$ cat src/design/pbct_pkg.sv
`timescale 1ns / 1ps

package pbct_pkg;

    localparam int ROWS_PER_BAND  = 7;
    localparam int WORD_BITS      = 8 * ROWS_PER_BAND;
    localparam int EXPAND_COLUMNS = 128;
    localparam int INIT_LEN       = 5;
    localparam int HEADER_LEN     = 5;
    localparam int FINAL_LEN      = 2;

    localparam int WIDTH_RESET  = 600;
    localparam int HEIGHT_RESET = 1792;

    // ceil(h / 7) == ((h + 6) * BANDS_RECIP) >> RECIP_SHIFT for all 11-bit heights
    localparam int BANDS_RECIP = 9363;
    localparam int RECIP_SHIFT = 16;

    localparam int CFG_DATA_BITS = 11;

    localparam logic [1:0] CMD_LOAD    = 2'd0;
    localparam logic [1:0] CMD_FETCH   = 2'd1;
    localparam logic [1:0] CMD_RESTART = 2'd2;

    localparam logic CFG_WIDTH  = 1'b0;
    localparam logic CFG_HEIGHT = 1'b1;

    localparam logic [2:0] PH_INIT    = 3'd0;
    localparam logic [2:0] PH_HEADER  = 3'd1;
    localparam logic [2:0] PH_COLUMNS = 3'd2;
    localparam logic [2:0] PH_PAD     = 3'd3;
    localparam logic [2:0] PH_NEWLINE = 3'd4;
    localparam logic [2:0] PH_FINAL   = 3'd5;
    localparam logic [2:0] PH_DONE    = 3'd6;

    localparam logic [7:0] CHR_ESC   = 8'h1B;
    localparam logic [7:0] CHR_AT    = 8'h40;
    localparam logic [7:0] CHR_A     = 8'h41;
    localparam logic [7:0] CHR_SEVEN = 8'h07;
    localparam logic [7:0] CHR_STAR  = 8'h2A;
    localparam logic [7:0] GFX_MODE  = 8'h05;
    localparam logic [7:0] CHR_NL    = 8'h0A;

    typedef struct packed {
        logic       band_done;
        logic       band_current;
        logic       col_done;
        logic [2:0] row;
    } t_mask_ctl;

    function automatic logic [7:0] init_byte(input logic [2:0] idx);
        logic [7:0] b;
        case (idx)
            3'd0:    b = CHR_ESC;
            3'd1:    b = CHR_AT;
            3'd2:    b = CHR_ESC;
            3'd3:    b = CHR_A;
            default: b = CHR_SEVEN;
        endcase
        return b;
    endfunction

endpackage

$ cat src/design/pbct_col_mask.sv
`timescale 1ns / 1ps

module pbct_col_mask (
    input  logic [pbct_pkg::WORD_BITS-1:0]     i_word,
    input  logic [2:0]                         i_bit_sel,
    input  pbct_pkg::t_mask_ctl                i_ctl,
    output logic [pbct_pkg::ROWS_PER_BAND-1:0] o_column
);
    import pbct_pkg::*;

    logic [2:0]               bit_pos;
    logic [ROWS_PER_BAND-1:0] row_loaded;

    // leftmost pixel sits in bit 7 of each row byte
    assign bit_pos = 3'd7 - i_bit_sel;

    always_comb begin
        for (int r = 0; r < ROWS_PER_BAND; r++) begin
            row_loaded[r] = i_ctl.band_done ||
                            (i_ctl.band_current &&
                             ((3'(r) < i_ctl.row) || ((3'(r) == i_ctl.row) && i_ctl.col_done)));
        end
    end

    always_comb begin
        for (int r = 0; r < ROWS_PER_BAND; r++) begin
            o_column[r] = row_loaded[r] && i_word[8 * r + int'(bit_pos)];
        end
    end

endmodule

$ cat config.mk
export PLATFORM = sky130hd
export DESIGN_NAME = pbct_col_mask
export DESIGN_NICKNAME = d
export VERILOG_FILES = /design/src/design/pbct_pkg.sv /design/src/design/pbct_col_mask.sv
export SDC_FILE = /design/constraint.sdc
export NUM_CORES = 1
export LEC_CHECK = 0
export BUFFER_PORTS_ARGS = -buffer_cell sky130_fd_sc_hd__buf_2
export CAP_MARGIN = 5
export CORE_MARGIN = 5
export CORE_UTILIZATION = 35
export DETAILED_ROUTE_END_ITERATION = 12
export PLACE_DENSITY_LB_ADDON = 0.15
export SYNTH_ARGS = -nofsm -noshare
export SYNTH_HDL_FRONTEND = slang
export SYNTH_SLANG_ARGS = --single-unit
export TNS_END_PERCENT = 20
$ cat constraint.sdc
create_clock -name vclk -period 1.1
set_input_delay 0 -clock vclk [all_inputs]
set_output_delay 0 -clock vclk [all_outputs]
set_load 0.05 [all_outputs]
==> impl_metrics.ini, run 1 <==
[outcome]
status = complete, but fails checks
violations = negative setup slack

[cells_and_area]
clockBufferCount = 0
design.seq.count = 0
stdcell_area_um2 = 1630
seq_area_um2 = 0
n_fill_cell = 29
area_delta_synth_final_pct = 166
final_cells = 185
post_route_cells_drive_above_1_share = 0.869
finalNetCount = 235
n_antenna_cell = 0
multi_input_area_um2 = 877

[synth]
yosysTopAreaCellShare = 0.202
synth.top_cells.by_area = mux2_2 (20%), nor2b_1 (12%), a2111oi_0 (8.6%)
yosysTopAreaCell = mux2_2
synth_seq_area_share = 0
ys_top_cells_by_count = nor2b_1 (12), mux2_2 (11), a2111oi_0 (6), a211oi_1 (6), o22ai_1 (6)
synth_area_um2 = 614
synth_nets = 140
yosys_warnings = 0
avgSynthCellArea_um2 = 8.19
synth_cell_types = 28
yosysMostFrequentCell = nor2b_1
syn-instance-count = 75

[placed_design]
numPlacedInstances = 177
gp_congestion = 0.772
portBuffers = 72
placed_cell_area_um2 = 1260
dp_hpwl_um = 2350

[worst_setup_path]
slowest_delay_ps = 570
crit_buf_inv = 4
criticalPathCategory = in2out
cp.arrival_ps = 1280
cp-end-kind = primary output
critPathLaunchType = input pin
crit_slowest_cell = a2111oi_1
cp_cell_sequence = buf_12 -> buf_12 -> a2111oi_1 -> buf_4 -> a2111oi_4 -> buf_6
critical_path.most_common_cell = buf_12
crit_family = buffers and inverters
worstPathRequired_ps = 1100
critPathMaxFanout = 8

[sta]
finalHoldViolCount = 0
tns_ps = -285
max-slew-margin-rel = 0.636
setup_viol = 3
slew_viol_final = 0
timing.hold.ws_ps = 461
worst_slack_ps = -180
layout_min_cycle_time_ps = 1280
worstMarginPinSlew_ps = 538
max_freq_ghz = 0.781
finalCritPeriodShare = 1.16
rsz0062_at_grt = yes

[floorplan]
rows = 15
die_h_um = 51.9
pin_count = 72
core_region_area_um2 = 1690
die_w_um = 51.9
start_util = 0.364
die_area_um2 = 2690

[grt]
grt_usage = 0.214
antenna_found_initial = 0
grt_first_pass_wirelength_um = 4470
grt.busiest_layer = met2
grt_use_met2 = 0.444
grt_pass1_vias = 996
overflow = 0
use_met1 = 0.237
grt_max_degree = 15
grt_use_met3 = 0.0172

[routing]
num_vias = 1231
wl_per_cell_um = 27.3
totalWireLength_um = 5050
detail-route-antenna-nets = 0
drtPass1Iterations = 4
drt_iter0_markers = 54
vias_per_cell = 6.65
drc = 0

[run]
cap_violations = 0

[power]
power_density_nw_per_um2 = 523
power_leakage_nw = 0.724
ir_drop_uv = 429
power_mw = 0.855

[clock_tree]
cts_hold_buf = 0

[hold_path]
hp-class = in2out
==> cells by family (layout without fill, tap and decap cells) <==
group	Yosys count	in the layout	share of synthesized area
AO/OA/AOI/OAI	32	32	0.395
buffers and inverters	7	100	0.0957
multiplexers	17	17	0.322
AND/OR/NAND/NOR	19	19	0.187
==> report_power, final <==
| group | leakage [nW] | internal (mW) | switching [mW] | total (mW) |
|---|---|---|---|---|
| Sequential | 0 | 0 | 0 | 0 |
| Clock | 0 | 0 | 0 | 0 |
| Combinational | 0.724 | 0.419 | 0.436 | 0.855 |
| Total | 0.724 | 0.419 | 0.436 | 0.855 |
==> routing by layer <==
metal / vias to the layer above / wire (um)
li1: 501 / -
met1: 570 / 1530
met2: 128 / 2560
met3: 32 / 553
met4: 0 / 409
met5: - / 0
==> what timing repair did <==
item                                    4_1_cts  5_1_grt
endpoints found under the setup margin        7        7
cloned                                        0        2
pin swaps                                     1        5
buffers inserted                              2        5
resized for setup                            39       22
==> placed cells by master, fill, tap and decap left out, drive strengths merged <==
master   instances
or2b             1
nor2             1
a211oi           6
a21o             1
a31oi            2
o41ai            1
nand2b           1
nand2            1
clkbuf           3
a2111oi          9
o311ai           1
o22ai            6
buf             96
a211o            1
a31o             1
mux2i            4
mux2            12
o21a             1
mux4             1
o21ai            1
a21oi            2
nor4             3
nor2b           12
inv              1
==> stage by stage <==
step | util | setup WS (ps)
finish | 0.967 | -180
global route | 0.967 | -200
CTS | 0.841 | -18.1
detailed placement | 0.747 | -196
global placement | 0.747 | -170
floorplan | - | -59.7
==> worst min-delay path: stages <==
cell and delay (ps):
buf_2 150, o41ai_2 90, a2111oi_4 80, buf_6 140
==> worst paths after layout <==
check         start          end  slack, ps  cells past startpoint
max    i_bit_sel[1]  o_column[0]       -180                      6
min        i_ctl[4]  o_column[0]        460                      4
==> final cells by class <==
class / count / area share
Multi-Input combinational cell: 68 / 0.537
Inverter: 1 / 0.00230
Timing Repair Buffer: 99 / 0.448
Tap cell: 17 / 0.0130
(Power assumes the default switching activity.)
==> run 2, diff against run 1 <==
--- a/config.mk
+++ b/config.mk
@@ -10,7 +10,9 @@
 export CORE_MARGIN = 5
 export CORE_UTILIZATION = 35
 export DETAILED_ROUTE_END_ITERATION = 12
+export GPL_TIMING_DRIVEN = 0
 export PLACE_DENSITY_LB_ADDON = 0.15
+export SETUP_SLACK_MARGIN = 0.4
 export SYNTH_ARGS = -nofsm -noshare
 export SYNTH_HDL_FRONTEND = slang
 export SYNTH_SLANG_ARGS = --single-unit
==> run 2 against run 1 <==
- the run still ends with negative setup slack left
- count of clock-buffer cells in the layout stayed put
- worst setup slack better by 120 ps
- final cell count is 9.2% lower
- sequential share of layout area stayed put
- combinational power is 12% lower
- core utilization is 9.6 points lower
- die area stayed put
- total power is 12% lower
- via count is 20% lower
- critical path depth stayed put
- routed wire length is 33% lower
- critical path type unchanged
- largest cell class unchanged
- largest power group unchanged
- highest routed layer unchanged
==> impl_metrics.ini, run 2 (synthesis gave the netlist of run 1 again) <==
[outcome]
status = complete, but fails checks
violations = negative setup slack

[sta]
finalHoldViolCount = 0
worst_slack_ps = -59.2
finalCritPeriodShare = 1.05
worstMarginPinSlew_ps = 514
layout_min_cycle_time_ps = 1160
slew_viol_final = 0
tns_ps = -140
rsz0062_at_grt = yes
max_freq_ghz = 0.863
setup_viol = 6
max-slew-margin-rel = 0.652

[worst_setup_path]
crit_slowest_cell = mux4_2
cp.arrival_ps = 1160
crit_path_end = o_column[6]
criticalPathCategory = in2out
worstPathRequired_ps = 1100
crit_buf_inv = 3
cp-end-kind = primary output
cp-startpoint = i_bit_sel[2]
critPathMaxFanout = 5
critPathLaunchType = input pin
cp_cell_sequence = buf_12 -> buf_8 -> mux2i_1 -> mux4_2 -> nor2_4 -> buf_6
slowest_delay_ps = 520
path_depth = 6
crit_family = multiplexers

[grt]
grt_max_degree = 11
overflow = 0
grt_pass1_vias = 1060
antenna_found_initial = 0
grt_usage = 0.234
grt_first_pass_wirelength_um = 4800

[routing]
detail-route-antenna-nets = 0
drt_iter0_markers = 8
wl_per_cell_um = 20.1
vias_per_cell = 5.88
num_vias = 987
drtPass1Iterations = 4
totalWireLength_um = 3380
drc = 0

[placed_design]
portBuffers = 70
dp_hpwl_um = 2130
gp_congestion = 0.734

[cells_and_area]
layout_commonest_cell = buf_2
final_cell_mix = buf_2 (62), mux2_2 (11), nor2b_1 (9)
seq_area_um2 = 0
design.seq.count = 0
n_antenna_cell = 0
post_route_cells_drive_above_1_share = 0.834
clockBufferCount = 0
area_delta_synth_final_pct = 139
finalNetCount = 218
n_fill_cell = 96

[clock_tree]
cts_hold_buf = 0

[floorplan]
pin_count = 72
die_area_um2 = 2690
start_util = 0.364
rows = 15
die_w_um = 51.9
core_region_area_um2 = 1690
die_h_um = 51.9

[power]
power_mw = 0.754
power_leakage_nw = 0.616
power_density_nw_per_um2 = 513
ir_drop_uv = 383

[run]
cap_violations = 0

[hold_path]
hp-class = in2out
## run 2: layout make-up
type | instances | area, um2 | share of cell area
buffer | 6 | 88.8 | 0.0604
inverter | 1 | 3.75 | 0.00255
multi-input combinational | 68 | 870 | 0.591
tap | 17 | 21.3 | 0.0145
timing repair buffer | 76 | 487 | 0.331
## run 2: stage by stage
step,area (um2),util,worst slack (ps),hold WS (ps),std cells
2_1_floorplan,803,-,-59.7,242,75
4_1_cts,1420,0.840,-23.1,479,168
3_3_place_gp,1170,0.696,-202,512,162
6_report,1470,0.870,-59.2,502,168
5_1_grt,1470,0.870,-79.6,510,168
3_5_place_dp,1170,0.696,-233,533,162
## run 2: routing by layer
layer	track usage	part of all wire	vias to the layer above
met3	0.0258	0.069	6
met5	0	0	-
li1	-	-	465
met4	0.0568	0.017	0
met1	0.270	0.37	468
met2	0.448	0.54	48
## run 2: worst min-delay path by stage
stage                  start          end  slack (ps)  cells after the start
floorplan           i_ctl[4]  o_column[0]         240                      2
finish              i_ctl[4]  o_column[0]         500                      4
CTS                 i_ctl[4]  o_column[0]         480                      4
global placement    i_ctl[5]  o_column[6]         510                      4
detailed placement  i_ctl[4]  o_column[0]         530                      4
global route        i_ctl[4]  o_column[0]         510                      4
## run 2: worst min-delay path, stage by stage
cell and delay (ps):
buf_2 150, o41ai_1 110, a2111oi_4 90, buf_6 150
## run 2: repair_timing
item	in CTS	in global routing
gates cloned	1	0
buffers inserted	5	0
pin swaps	4	0
resized for setup	44	6
endpoints found under the setup margin	7	7
## run 2: report_power, final
part	total (mW)	leakage (nW)	switching, mW	internal [mW]
combinational	0.754	0.616	0.387	0.367
clock	0	0	0	0
sequential	0	0	0	0
total	0.754	0.616	0.387	0.367
==> run 3, diff against run 2 <==
==> constraint.sdc (replaced) <==
create_clock -name vclk -period 1.27
set_input_delay 0 -clock vclk [all_inputs]
set_output_delay 0 -clock vclk [all_outputs]
set_load 0.05 [all_outputs]
==> run 3 against run 2 <==
- the run now ends clean
- sequential share of layout area is the same
- die area is the same
- non-clock buffer count is the same
- combinational power shrank 16%
- via count shrank 0.71%
- routed wire length shrank 11%
- worst setup slack gained 180 ps
- global-route usage shrank 0.42 points
- count of clock-buffer cells in the layout is the same
- critical path depth is the same
- total power shrank 16%
- flip-flop and latch count is the same
- largest cell class unchanged
==> impl_metrics.ini, run 3 (synthesis gave the netlist of run 1 again) <==
[grt]
overflow = 0
grt_pass1_vias = 1052
grt_first_pass_wirelength_um = 4740
antenna_found_initial = 0
grt_max_degree = 11
grt_usage = 0.230

[power]
ir_drop_uv = 296
power_leakage_nw = 0.614
power_density_nw_per_um2 = 440

[worst_setup_path]
critPathLaunchType = input pin
crit_slowest_cell = mux4_2
cp-end-kind = primary output
worstPathRequired_ps = 1270
slowest_delay_ps = 520
path_depth = 6
cp.arrival_ps = 1150
cp-startpoint = i_bit_sel[2]
crit_family = multiplexers
crit_path_end = o_column[6]
criticalPathCategory = in2out
cp_cell_sequence = buf_12 -> buf_8 -> mux2i_1 -> mux4_2 -> nor2_4 -> buf_6
crit_buf_inv = 3
critPathMaxFanout = 5

[floorplan]
die_w_um = 51.9
die_area_um2 = 2690
start_util = 0.364
die_h_um = 51.9
core_region_area_um2 = 1690
rows = 15
pin_count = 72

[cells_and_area]
design.seq.count = 0
n_antenna_cell = 0
final_cell_mix = buf_2 (62), mux2_2 (11), nor2b_1 (9)
stdcell_area_um2 = 1440
seq_area_um2 = 0
n_fill_cell = 103
fin_util = 0.853
area_delta_synth_final_pct = 135
finalNetCount = 218
layout_commonest_cell = buf_2
post_route_cells_drive_above_1_share = 0.834
clockBufferCount = 0

[sta]
tns_ps = 0
worstMarginPinSlew_ps = 538
finalCritPeriodShare = 0.908
slew_viol_final = 0
rsz0062_at_grt = yes
setup_viol = 0
finalHoldViolCount = 0
max-slew-margin-rel = 0.636
layout_min_cycle_time_ps = 1150
max_freq_ghz = 0.867

[routing]
num_vias = 980
drc = 0
wl_per_cell_um = 17.9
detail-route-antenna-nets = 0
totalWireLength_um = 3020
vias_per_cell = 5.83
drtPass1Iterations = 4
drt_iter0_markers = 13

[placed_design]
placed_cell_area_um2 = 1170
gp_congestion = 0.734
portBuffers = 70
dp_hpwl_um = 2130

[outcome]
status = finished, final reports clean

[run]
cap_violations = 0

[hold_path]
hp-class = in2out

[clock_tree]
cts_hold_buf = 0
## run 3: power by group
part | total, mW | switching [mW] | internal [mW]
logic | 0.635 | 0.322 | 0.312
registers | 0 | 0 | 0
clock network | 0 | 0 | 0
total | 0.635 | 0.322 | 0.312
## run 3: repair_timing
action / in CTS / in global routing
buffers inserted: 5 / 0
pin swaps: 4 / 0
endpoints found under the setup margin: 7 / 7
resized for setup: 43 / 4
cloned: 1 / 0
## run 3: layout make-up
type                            instances  area [um2]  area share
Buffer                                  6        83.8      0.0582
Timing Repair Buffer                   76         483       0.335
Inverter                                1        3.75     0.00260
Multi-Input combinational cell         68         850       0.589
Tap cell                               17        21.3      0.0148
## run 3: metrics by stage
step / cells / hold slack [ps] / power (mW) / worst slack (ps)
final: 168 / 499 / 0.635 / 116
after floorplan: 75 / 242 / 0.336 / 110
after detailed placement: 162 / 533 / 0.496 / -63.0
after global routing: 168 / 505 / 0.667 / 101
after CTS: 168 / 479 / 0.614 / 147
after global placement: 162 / 512 / 0.488 / -32.5
## run 3: worst min-delay path, stage by stage
cell and delay [ps]:
buf_2 140, o41ai_1 110, a2111oi_4 90, buf_6 150
## run 3: layer usage
layer / part of all wire / vias up / GRT usage / wire length, um
met5: 0 / - / 0 / 0
met4: 0.014 / 0 / 0.0611 / 42
met3: 0.076 / 4 / 0.0258 / 229
met2: 0.54 / 43 / 0.431 / 1630
met1: 0.37 / 471 / 0.270 / 1110
li1: - / 462 / - / -
## run 3: worst min-delay path by stage
stage                        endpoint  depth (start not counted)  startpoint
after floorplan           o_column[0]                          2    i_ctl[4]
after global placement    o_column[6]                          4    i_ctl[5]
after detailed placement  o_column[0]                          4    i_ctl[4]
after CTS                 o_column[0]                          4    i_ctl[4]
after global routing      o_column[0]                          4    i_ctl[4]
final                     o_column[0]                          4    i_ctl[4]
